==> config.mk <==
export PLATFORM = sky130hd
export DESIGN_NAME = riscv_instruction_encoder_top
export DESIGN_NICKNAME = d
export VERILOG_FILES = /design/src/hdl/rvenc_pkg.sv /design/src/hdl/riscv_instruction_encoder_top.sv /design/src/hdl/rvenc_core.sv
export SDC_FILE = /design/constraint.sdc
export NUM_CORES = 1
export LEC_CHECK = 0
export ABC_AREA = 1
export BUFFER_PORTS_ARGS = -buffer_cell sky130_fd_sc_hd__buf_2
export CORE_ASPECT_RATIO = 2
export CORE_UTILIZATION = 30
export DETAILED_ROUTE_END_ITERATION = 6
export PLACE_DENSITY = 0.56
export RECOVER_POWER = 50
export SYNTH_ARGS = -nofsm -noshare
export SYNTH_HDL_FRONTEND = slang
export SYNTH_SLANG_ARGS = --single-unit
==> constraint.sdc <==
create_clock -name clk -period 8.9 [get_ports clk]
set_input_delay 0.89 -clock clk [delete_from_list [all_inputs] [get_ports clk]]
set_output_delay 0.89 -clock clk [all_outputs]
set_load 0.01 [all_outputs]
==> src/hdl/rvenc_pkg.sv <==
// ----------------------------------------------------------------------------
// RV32IM encoder package
// Types, opcode constants and the mnemonic table shared by the encoder files.
// ----------------------------------------------------------------------------
package rvenc_pkg;

  // Major opcodes.
  localparam logic [6:0] OP_R      = 7'b0110011;
  localparam logic [6:0] OP_IMM    = 7'b0010011;
  localparam logic [6:0] OP_LOAD   = 7'b0000011;
  localparam logic [6:0] OP_STORE  = 7'b0100011;
  localparam logic [6:0] OP_BRANCH = 7'b1100011;
  localparam logic [6:0] OP_JAL    = 7'b1101111;
  localparam logic [6:0] OP_JALR   = 7'b1100111;
  localparam logic [6:0] OP_LUI    = 7'b0110111;
  localparam logic [6:0] OP_AUIPC  = 7'b0010111;
  localparam logic [6:0] OP_NONE   = 7'b0000000;

  localparam logic [6:0] F7_BASE   = 7'b0000000;
  localparam logic [6:0] F7_ALT    = 7'b0100000;
  localparam logic [6:0] F7_MULDIV = 7'b0000001;

  localparam int unsigned IN_TDATA_W  = 120;
  localparam int unsigned OUT_TDATA_W = 40;

  typedef enum logic [2:0] {
    FMT_NONE = 3'd0,
    FMT_R    = 3'd1,
    FMT_I    = 3'd2,
    FMT_S    = 3'd3,
    FMT_B    = 3'd4,
    FMT_J    = 3'd5,
    FMT_U    = 3'd6
  } fmt_t;

  typedef enum logic [1:0] {
    ERR_NONE  = 2'd0,
    ERR_RANGE = 2'd1,
    ERR_ALIGN = 2'd2
  } err_code_t;

  typedef struct packed {
    fmt_t       fmt;
    logic [6:0] opcode;
    logic [2:0] funct3;
    logic [6:0] funct7;
  } enc_row_t;

  typedef struct packed {
    logic [30:0]        pc;
    logic [30:0]        label_address;
    logic               use_label;
    logic signed [31:0] immediate;
    logic [4:0]         src2_reg;
    logic [4:0]         src1_reg;
    logic [4:0]         dest_reg;
    logic [4:0]         action;
  } instr_t;

  typedef struct packed {
    err_code_t   error_code;
    logic [31:0] instr_word;
  } result_t;

  // One row per mnemonic index; the last three indices form nothing.
  localparam enc_row_t ENC_TABLE [32] = '{
    '{FMT_R, OP_R, 3'd0, F7_BASE},       // add
    '{FMT_R, OP_R, 3'd0, F7_ALT},        // sub
    '{FMT_R, OP_R, 3'd4, F7_BASE},       // xor
    '{FMT_R, OP_R, 3'd6, F7_BASE},       // or
    '{FMT_R, OP_R, 3'd7, F7_BASE},       // and
    '{FMT_R, OP_R, 3'd1, F7_BASE},       // sll
    '{FMT_R, OP_R, 3'd5, F7_BASE},       // srl
    '{FMT_R, OP_R, 3'd5, F7_ALT},        // sra
    '{FMT_R, OP_R, 3'd2, F7_BASE},       // slt
    '{FMT_R, OP_R, 3'd3, F7_BASE},       // sltu
    '{FMT_I, OP_IMM, 3'd0, F7_BASE},     // addi
    '{FMT_I, OP_LOAD, 3'd1, F7_BASE},    // lh
    '{FMT_I, OP_LOAD, 3'd2, F7_BASE},    // lw
    '{FMT_S, OP_STORE, 3'd1, F7_BASE},   // sh
    '{FMT_S, OP_STORE, 3'd2, F7_BASE},   // sw
    '{FMT_B, OP_BRANCH, 3'd0, F7_BASE},  // beq
    '{FMT_B, OP_BRANCH, 3'd1, F7_BASE},  // bne
    '{FMT_B, OP_BRANCH, 3'd4, F7_BASE},  // blt
    '{FMT_B, OP_BRANCH, 3'd5, F7_BASE},  // bge
    '{FMT_B, OP_BRANCH, 3'd6, F7_BASE},  // bltu
    '{FMT_B, OP_BRANCH, 3'd7, F7_BASE},  // bgeu
    '{FMT_J, OP_JAL, 3'd0, F7_BASE},     // jal
    '{FMT_I, OP_JALR, 3'd0, F7_BASE},    // jalr
    '{FMT_U, OP_LUI, 3'd0, F7_BASE},     // lui
    '{FMT_U, OP_AUIPC, 3'd0, F7_BASE},   // auipc
    '{FMT_R, OP_R, 3'd0, F7_MULDIV},     // mul
    '{FMT_R, OP_R, 3'd1, F7_MULDIV},     // mulh
    '{FMT_R, OP_R, 3'd4, F7_MULDIV},     // div
    '{FMT_R, OP_R, 3'd6, F7_MULDIV},     // rem
    '{FMT_NONE, OP_NONE, 3'd0, F7_BASE},
    '{FMT_NONE, OP_NONE, 3'd0, F7_BASE},
    '{FMT_NONE, OP_NONE, 3'd0, F7_BASE}
  };

endpackage

==> src/hdl/riscv_instruction_encoder_top.sv <==
// ----------------------------------------------------------------------------
// RV32IM instruction encoder, top level
// Channel  Dir  Signals                        Carries
// s_       in   s_tvalid s_tready s_tdata      one decoded instruction
//                s_tuser                        (use_label flag in s_tuser)
// m_       out  m_tvalid m_tready m_tdata      machine word and error code
//
// One request is taken every cycle while the output is not stalled. A request
// is captured in the input register stage, passes the encoder logic and is
// offered from the output register stage: one register stage on the input and
// one on the output. rst clears both valid flags. When the output is stalled
// the input register holds, and s_tready drops only once both stages are full.
// ----------------------------------------------------------------------------
module riscv_instruction_encoder_top (
  input  logic                              clk,
  input  logic                              rst,
  input  logic                              s_tvalid,
  output logic                              s_tready,
  // action[4:0], dest_reg[9:5], src1_reg[14:10], src2_reg[19:15],
  // immediate[51:20], label_address[82:52], pc[113:83], zero pad[119:114]
  input  logic [rvenc_pkg::IN_TDATA_W-1:0]  s_tdata,
  // use_label[0]
  input  logic                              s_tuser,
  output logic                              m_tvalid,
  input  logic                              m_tready,
  // instr_word[31:0], error_code[33:32], zero pad[39:34]
  output logic [rvenc_pkg::OUT_TDATA_W-1:0] m_tdata
);

  rvenc_pkg::instr_t  in_item;
  rvenc_pkg::instr_t  in_item_next;
  rvenc_pkg::result_t out_res;
  rvenc_pkg::result_t core_res;
  logic               in_valid;
  logic               out_valid;
  logic               advance;

  assign advance  = !out_valid || m_tready;
  assign s_tready = !in_valid || advance;

  always_comb begin
    in_item_next.action        = s_tdata[4:0];
    in_item_next.dest_reg      = s_tdata[9:5];
    in_item_next.src1_reg      = s_tdata[14:10];
    in_item_next.src2_reg      = s_tdata[19:15];
    in_item_next.immediate     = s_tdata[51:20];
    in_item_next.label_address = s_tdata[82:52];
    in_item_next.pc            = s_tdata[113:83];
    in_item_next.use_label     = s_tuser;
  end

  rvenc_core u_core (
    .item (in_item),
    .res  (core_res)
  );

  always_ff @(posedge clk) begin
    if (rst) begin
      in_valid  <= 1'b0;
      out_valid <= 1'b0;
    end else begin
      if (s_tready) begin
        in_valid <= s_tvalid;
      end
      if (advance) begin
        out_valid <= in_valid;
      end
    end
  end

  always_ff @(posedge clk) begin
    if (s_tvalid && s_tready) begin
      in_item <= in_item_next;
    end
    if (advance && in_valid) begin
      out_res <= core_res;
    end
  end

  assign m_tvalid = out_valid;
  assign m_tdata  = {6'b000000, out_res.error_code, out_res.instr_word};

  // A rejected instruction never carries a word.
  a_err_zero_word: assert property (@(posedge clk) disable iff (rst)
    out_valid && (out_res.error_code != rvenc_pkg::ERR_NONE) |->
      (out_res.instr_word == '0))
    else $error("error result carries a non-zero word");

  a_err_code_legal: assert property (@(posedge clk) disable iff (rst)
    out_valid |-> (out_res.error_code == rvenc_pkg::ERR_NONE ||
                   out_res.error_code == rvenc_pkg::ERR_RANGE ||
                   out_res.error_code == rvenc_pkg::ERR_ALIGN))
    else $error("illegal error code on output");

  // A held input request must not be lost while the output is stalled.
  a_in_hold: assert property (@(posedge clk) disable iff (rst)
    in_valid && !advance |=> in_valid && $stable(in_item))
    else $error("input stage dropped or changed a held request");

  a_reset_empty: assert property (@(posedge clk)
    rst |=> !in_valid && !out_valid)
    else $error("pipeline not empty after reset");

  a_full_backpressure: assert property (@(posedge clk) disable iff (rst)
    !s_tready |-> in_valid && out_valid && !m_tready)
    else $error("ready low without both stages full");

endmodule

==> src/hdl/rvenc_core.sv <==
// ----------------------------------------------------------------------------
// RV32IM encoder core
// Combinational formatting of one decoded instruction into its machine word,
// with the per-format immediate checks.
// ----------------------------------------------------------------------------
module rvenc_core (
  input  rvenc_pkg::instr_t  item,
  output rvenc_pkg::result_t res
);

  rvenc_pkg::enc_row_t row;
  logic [31:0] offset;
  logic [31:0] u;
  logic        is_bj;
  logic        fits_12;
  logic        fits_13;
  logic        fits_21;
  logic        fits_u20;

  assign row = rvenc_pkg::ENC_TABLE[item.action];
  assign is_bj = (row.fmt == rvenc_pkg::FMT_B) || (row.fmt == rvenc_pkg::FMT_J);

  // Both addresses are below 2^31, so the difference always fits in 32 bits.
  assign offset = {1'b0, item.label_address} - {1'b0, item.pc};
  assign u = (is_bj && item.use_label) ? offset : item.immediate;

  // A value fits a signed field when the field's sign bit and all bits above it agree.
  assign fits_12  = (&u[31:11]) || !(|u[31:11]);
  assign fits_13  = (&u[31:12]) || !(|u[31:12]);
  assign fits_21  = (&u[31:20]) || !(|u[31:20]);
  assign fits_u20 = !(|u[31:20]);

  always_comb begin
    res.instr_word = '0;
    res.error_code = rvenc_pkg::ERR_NONE;
    case (row.fmt)
      rvenc_pkg::FMT_R: begin
        res.instr_word = {row.funct7, item.src2_reg, item.src1_reg, row.funct3,
                          item.dest_reg, row.opcode};
      end
      rvenc_pkg::FMT_I: begin
        if (!fits_12) begin
          res.error_code = rvenc_pkg::ERR_RANGE;
        end else begin
          res.instr_word = {u[11:0], item.src1_reg, row.funct3, item.dest_reg,
                            row.opcode};
        end
      end
      rvenc_pkg::FMT_S: begin
        if (!fits_12) begin
          res.error_code = rvenc_pkg::ERR_RANGE;
        end else begin
          res.instr_word = {u[11:5], item.src2_reg, item.src1_reg, row.funct3,
                            u[4:0], row.opcode};
        end
      end
      rvenc_pkg::FMT_B: begin
        // Alignment is reported ahead of range.
        if (u[0]) begin
          res.error_code = rvenc_pkg::ERR_ALIGN;
        end else if (!fits_13) begin
          res.error_code = rvenc_pkg::ERR_RANGE;
        end else begin
          res.instr_word = {u[12], u[10:5], item.src2_reg, item.src1_reg,
                            row.funct3, u[4:1], u[11], row.opcode};
        end
      end
      rvenc_pkg::FMT_J: begin
        if (u[0]) begin
          res.error_code = rvenc_pkg::ERR_ALIGN;
        end else if (!fits_21) begin
          res.error_code = rvenc_pkg::ERR_RANGE;
        end else begin
          res.instr_word = {u[20], u[10:1], u[11], u[19:12], item.dest_reg,
                            row.opcode};
        end
      end
      rvenc_pkg::FMT_U: begin
        if (!fits_u20) begin
          res.error_code = rvenc_pkg::ERR_RANGE;
        end else begin
          res.instr_word = {u[19:0], item.dest_reg, row.opcode};
        end
      end
      default: begin
        res.instr_word = '0;
      end
    endcase
  end

endmodule

# Yosys cells after proc, flatten, opt, wreduce, memory -nomap -nowiden
# Memory sizes are Yosys's and may differ from the RTL's.
# Index checks and enable logic that the tools add are counted.
# word_totals
regBits	151
rom_bits	640
input_bits	125
output_inout_bits	42
mem_count	1
# classes
add_sub_neg	1
n_lt_le_gt_ge	1
eq_ne	6
muxes	18
bitwise_logic	1
reduce_logical	21
# memory_table
name	words	word_bits	read_ports	rd_ports_with_merged_regs	wr	line	source
(name not given)	32	20	1	0	0	rvenc_core.sv:20	assign row = rvenc_pkg::ENC_TABLE[item.action];
# ops
operator	n
2-to-1 mux 32 bit	8
one-hot mux 32 bit (6 select lines)	1
2-to-1 mux 20 bit	2
subtractor 31 x 31 -> 32 bit	1
AND reduction 21 bit	1
OR reduction 21 bit	1
AND reduction 20 bit	1
OR reduction 20 bit	1
AND reduction 12 bit	1
OR reduction 12 bit	1
equality test 3 bit, second input constant	3
one-hot mux 2 bit (4 select lines)	1
equality test 3 x 2 -> 1 bit, second input constant	2
>= comparator 6 bit, second input constant	1
logical OR 1 bit	6
inverter 5 -> 6 bit	1
logical NOT 1 bit	5
2-to-1 mux 1 bit	4
2-to-1 mux 2 bit	2
equality test 3 x 1 -> 1 bit, second input constant	1
logical AND 1 bit	3
OR reduction 2 bit	1

# Longest topological paths before layout
# depth
depth_word	14
mapped_depth	25

# By module
# Synthesis repeated with hierarchy kept, for this count alone.
# hier_totals
hier_cells	1139
hier_area_um2	9096.2
# by_module_without_submodules
mod	instances	cells_per_inst	area_each_um2	seq_area_each_um2
riscv_instruction_encoder_top	1	168	4614.4	4514.3
rvenc_core	1	971	4481.8	0.0

# Worst setup path before layout
# OpenSTA, ideal clock, no wires.
# synth_path
path_kind	input port to flip-flop
start	input port m_tready
end	register in_item[0] in the netlist's numbering, enable pin
setup_ps	468
arrival_ps	3404
slack_ps	5027
path_stages	4
n_path_buf	0
path_cell_list	inv_1 nand3_1 nand2_1 inv_1
# synth_via
elab_chain_cells	3
# synth_lines
item	line	source
start, declared	riscv_instruction_encoder_top.sv:25	input logic m_tready,
logical OR 1 bit	riscv_instruction_encoder_top.sv:38	assign advance = !out_valid || m_tready;
logical OR 1 bit	riscv_instruction_encoder_top.sv:39	assign s_tready = !in_valid || advance;
net s_tready	riscv_instruction_encoder_top.sv:18	output logic s_tready,
logical AND 1 bit	riscv_instruction_encoder_top.sv:72	if (s_tvalid && s_tready) begin
end signal, assigned	riscv_instruction_encoder_top.sv:73	in_item <= in_item_next;
end, declared	riscv_instruction_encoder_top.sv:30	rvenc_pkg::instr_t in_item;
# The timed path passes the listed nets, and every way through them passes these cells.
# A chain may end at the register's enable or synchronous reset.

==> metrics.yaml <==
clocking:
  clock_sinks: 150
  path_clk_slew_ns: 0.07
  numCtsBuffers: 17
  cts_hold_buf: 0
  clk_path_buf_depth: 2
  h-tree-depth: 4
  cts_resized: 0
  cts_tree: "done"
  clkLatencyLatePin_ns: 0.45
  postCtsSetupRepairBufs: 0
  clock-root-buffer: "clkbuf_16"
critical_path:
  crit_required_ns: 9.10
  path_max_fanout: 50
  worstPathArrival_ns: 4.38
  worstSetupPathType: "reg -> reg"
  crit_path_end_kind: "flip-flop"
  startpoint_type: "flip-flop"
yosys:
  synth_flop_cell: "edfxtp_1"
  ys_top_cells_by_count: "nand2_1, inv_1, edfxtp_1"
  avgSynthCellArea_um2: 7.84
  synth.most_common_cell: "nand2_1"
  synth.largest_area_cell: "edfxtp_1"
  synth_top_area_share_pct: 46.7
  yosysUniqueCellTypes: 43
  synth_area_um2: 9530
  seq_area_frac_synth_pct: 47.1
  synthTopCellsByArea: "edfxtp_1, nand2_1, inv_1, nand3_1, ha_1"
  synth_seq_cells: 150
  synthCells: 1215
  synth_edf_count: 148
  ys_warn_count: 0
  async_flop_share_pct: 0
cells_and_area:
  layout.nets: 1534
  area.growth.synth_to_final_pct: 18.7
  final_area_um2: 11300
  instances_no_fill: 1806
  num_antenna_cells: 0
  fin_util_pct: 36.0
  final_layout_size_suffix_gt1_share_pct: 16.1
timing:
  fmaxAchievable_mhz: 239
  hold_viol_final: 0
  setup_tns_ns: 0
  max_slew_margin_pct: -59.6
  slew_violations: 87
  grt_setup_unrepaired: "no"
  worst_slack_ns: 4.72
  fin_skew_ns: 0.0124
  period_share_pct: 47.0
  period_minus_slack_ns: 4.18
  finalSetupViolCount: 0
  tightestPinTransition_ns: 2.38
floorplanning:
  die-area_um2: 32500
  die_h_um: 254
  core_um2: 31400
  ios: 167
  die_w_um: 128
  start_util_pct: 30.3
  num_rows: 92
job:
  maxCapViolCount: 2
drt:
  routed-via-count: 8133
  viasPerCell: 4.50
  final_antenna_net_count: 0
  first_iter_violations: 389
  drtPass1Iterations: 7
  drc_errors: 0
  wirelength_um: 27400
  wl_per_cell_um: 15.2
pwr:
  leakage_nw: 5.61
  internal_power_mw: 1.41
  combPwrFrac_pct: 17.0
  p_per_area_nw_per_um2: 173
  power_frac_seq_pct: 43.0
  ir_drop_v: 0.000136
  p_sw_share_pct: 27.8
  clock_power_share_pct: 40.0
  power.switching_uw: 545
global_routing:
  grt_pass1_vias: 8168
  antenna_found_initial: 0
  grt_usage_pct: 17.7
  grt_max_degree: 65
  overflow: 0
  grt_pass1_wl_um: 42000
place:
  dp_cells: 1774
  place_ws_ns: 4.67
  port_buffers: 154
  dpl.hpwl_um: 22200
  gp_congestion: 0.867
  place_area_um2: 10700
run_status:
  status: "finished, violations left"
  violations: "capacitance limit, slew limit"
worst_hold_path:
  hold_path.class: "reg -> reg"
==> placed cells by master, fill, tap and decap left out, types with 9 or more instances in the layout <==
| master | n |
|---|---|
| o21ai_0 | 22 |
| nand3_1 | 99 |
| nand4_1 | 21 |
| nand2_2 | 9 |
| clkbuf_16 | 17 |
| nor2_1 | 80 |
| nand2_1 | 443 |
| buf_2 | 144 |
| inv_1 | 207 |
| a21oi_1 | 25 |
| ha_1 | 38 |
| nor3_1 | 9 |
| clkbuf_1 | 12 |
| or2_2 | 10 |
| edfxtp_1 | 148 |
==> per-layer routing <==
| layer | vias up | GRT usage [%] | share of wire, % |
|---|---|---|---|
| li1 | 4175 | - | - |
| met3 | 73 | 2.93 | 2.8 |
| met4 | 0 | 13.6 | 6.7 |
| met2 | 205 | 35.2 | 57 |
| met1 | 3680 | 15.2 | 33 |
| met5 | - | 0 | 0 |
==> worst max-delay path, cell delays in order (launching register included) <==
cell	delay (ns)
edfxtp_1	0.50
inv_1	0.20
ha_1	0.17
inv_1	0.07
o21ai_2	0.15
nand3_1	0.11
nand2_2	0.17
nand3_4	0.37
inv_4	0.50
o21ai_0	0.33
nand2_1	0.15
inv_1	0.12
nand3_1	0.11
nor3_1	0.06
nand3_1	0.13
nand2_4	0.17
nand2_1	0.15
nand3_2	0.22
nand2_1	0.12
nand2_1	0.07
==> sequential cells by signal, indices dropped and copies added, names as in the netlist <==
| name | flops |
|---|---|
| m_tdata | 33 |
| in_item | 115 |
| in_valid | 1 |
| m_tvalid | 1 |
==> path summary, 6_finish.rpt <==
path / start / endpoint / slack [ns] / cells after the start
worst max register to register: in_item[1]$_DFFE_PP_ / m_tdata[14]$_DFFE_PP_ / 4.72 / 19
worst min-delay path: in_item[7]$_DFFE_PP_ / m_tdata[9]$_DFFE_PP_ / 0.51 / 2
worst max-delay path: in_item[1]$_DFFE_PP_ / m_tdata[14]$_DFFE_PP_ / 4.72 / 19
worst min register to register: in_item[7]$_DFFE_PP_ / m_tdata[9]$_DFFE_PP_ / 0.51 / 2
==> through the flow <==
| step | hold slack, ns | power [mW] |
|---|---|---|
| 4_1_cts | 0.512 | 1.98 |
| 3_5_place_dp | 0.499 | 1.19 |
| 5_1_grt | 0.542 | 2.05 |
| 2_1_floorplan | 0.445 | 1.08 |
| 6_report | 0.512 | 1.96 |
| 3_3_place_gp | 0.497 | 1.19 |
==> logic make-up (layout without fill, tap and decap cells) <==
logic type | after synthesis | in the layout | synth area share (%)
multiplexers | 2 | 2 | 0.210
flip-flops | 150 | 150 | 47.1
adder cells (fa/ha/maj) | 39 | 39 | 5.20
AND/OR/NAND/NOR | 707 | 707 | 32.3
AO/OA/AOI/OAI | 68 | 68 | 3.94
other | 1 | 6 | 0.0394
XOR/XNOR | 9 | 9 | 0.827
buffers and inverters | 239 | 402 | 10.4
==> cell type report <==
type | instances | area (um2)
clock inverter | 13 | 194
sequential | 150 | 4480
tap | 423 | 529
fill | 3258 | 20100
clock buffer | 19 | 443
inverter | 212 | 800
timing repair buffer | 158 | 785
multi-input combinational | 831 | 4080
==> power by group through the flow <==
stage	sequential (mW)	combinational (mW)	clock [mW]
after floorplan	0.852	0.225	0
after global placement	0.855	0.333	0
after detailed placement	0.855	0.336	0
after CTS	0.841	0.337	0.803
after global routing	0.845	0.378	0.830
final	0.841	0.333	0.784
(Power assumes the default switching activity.)
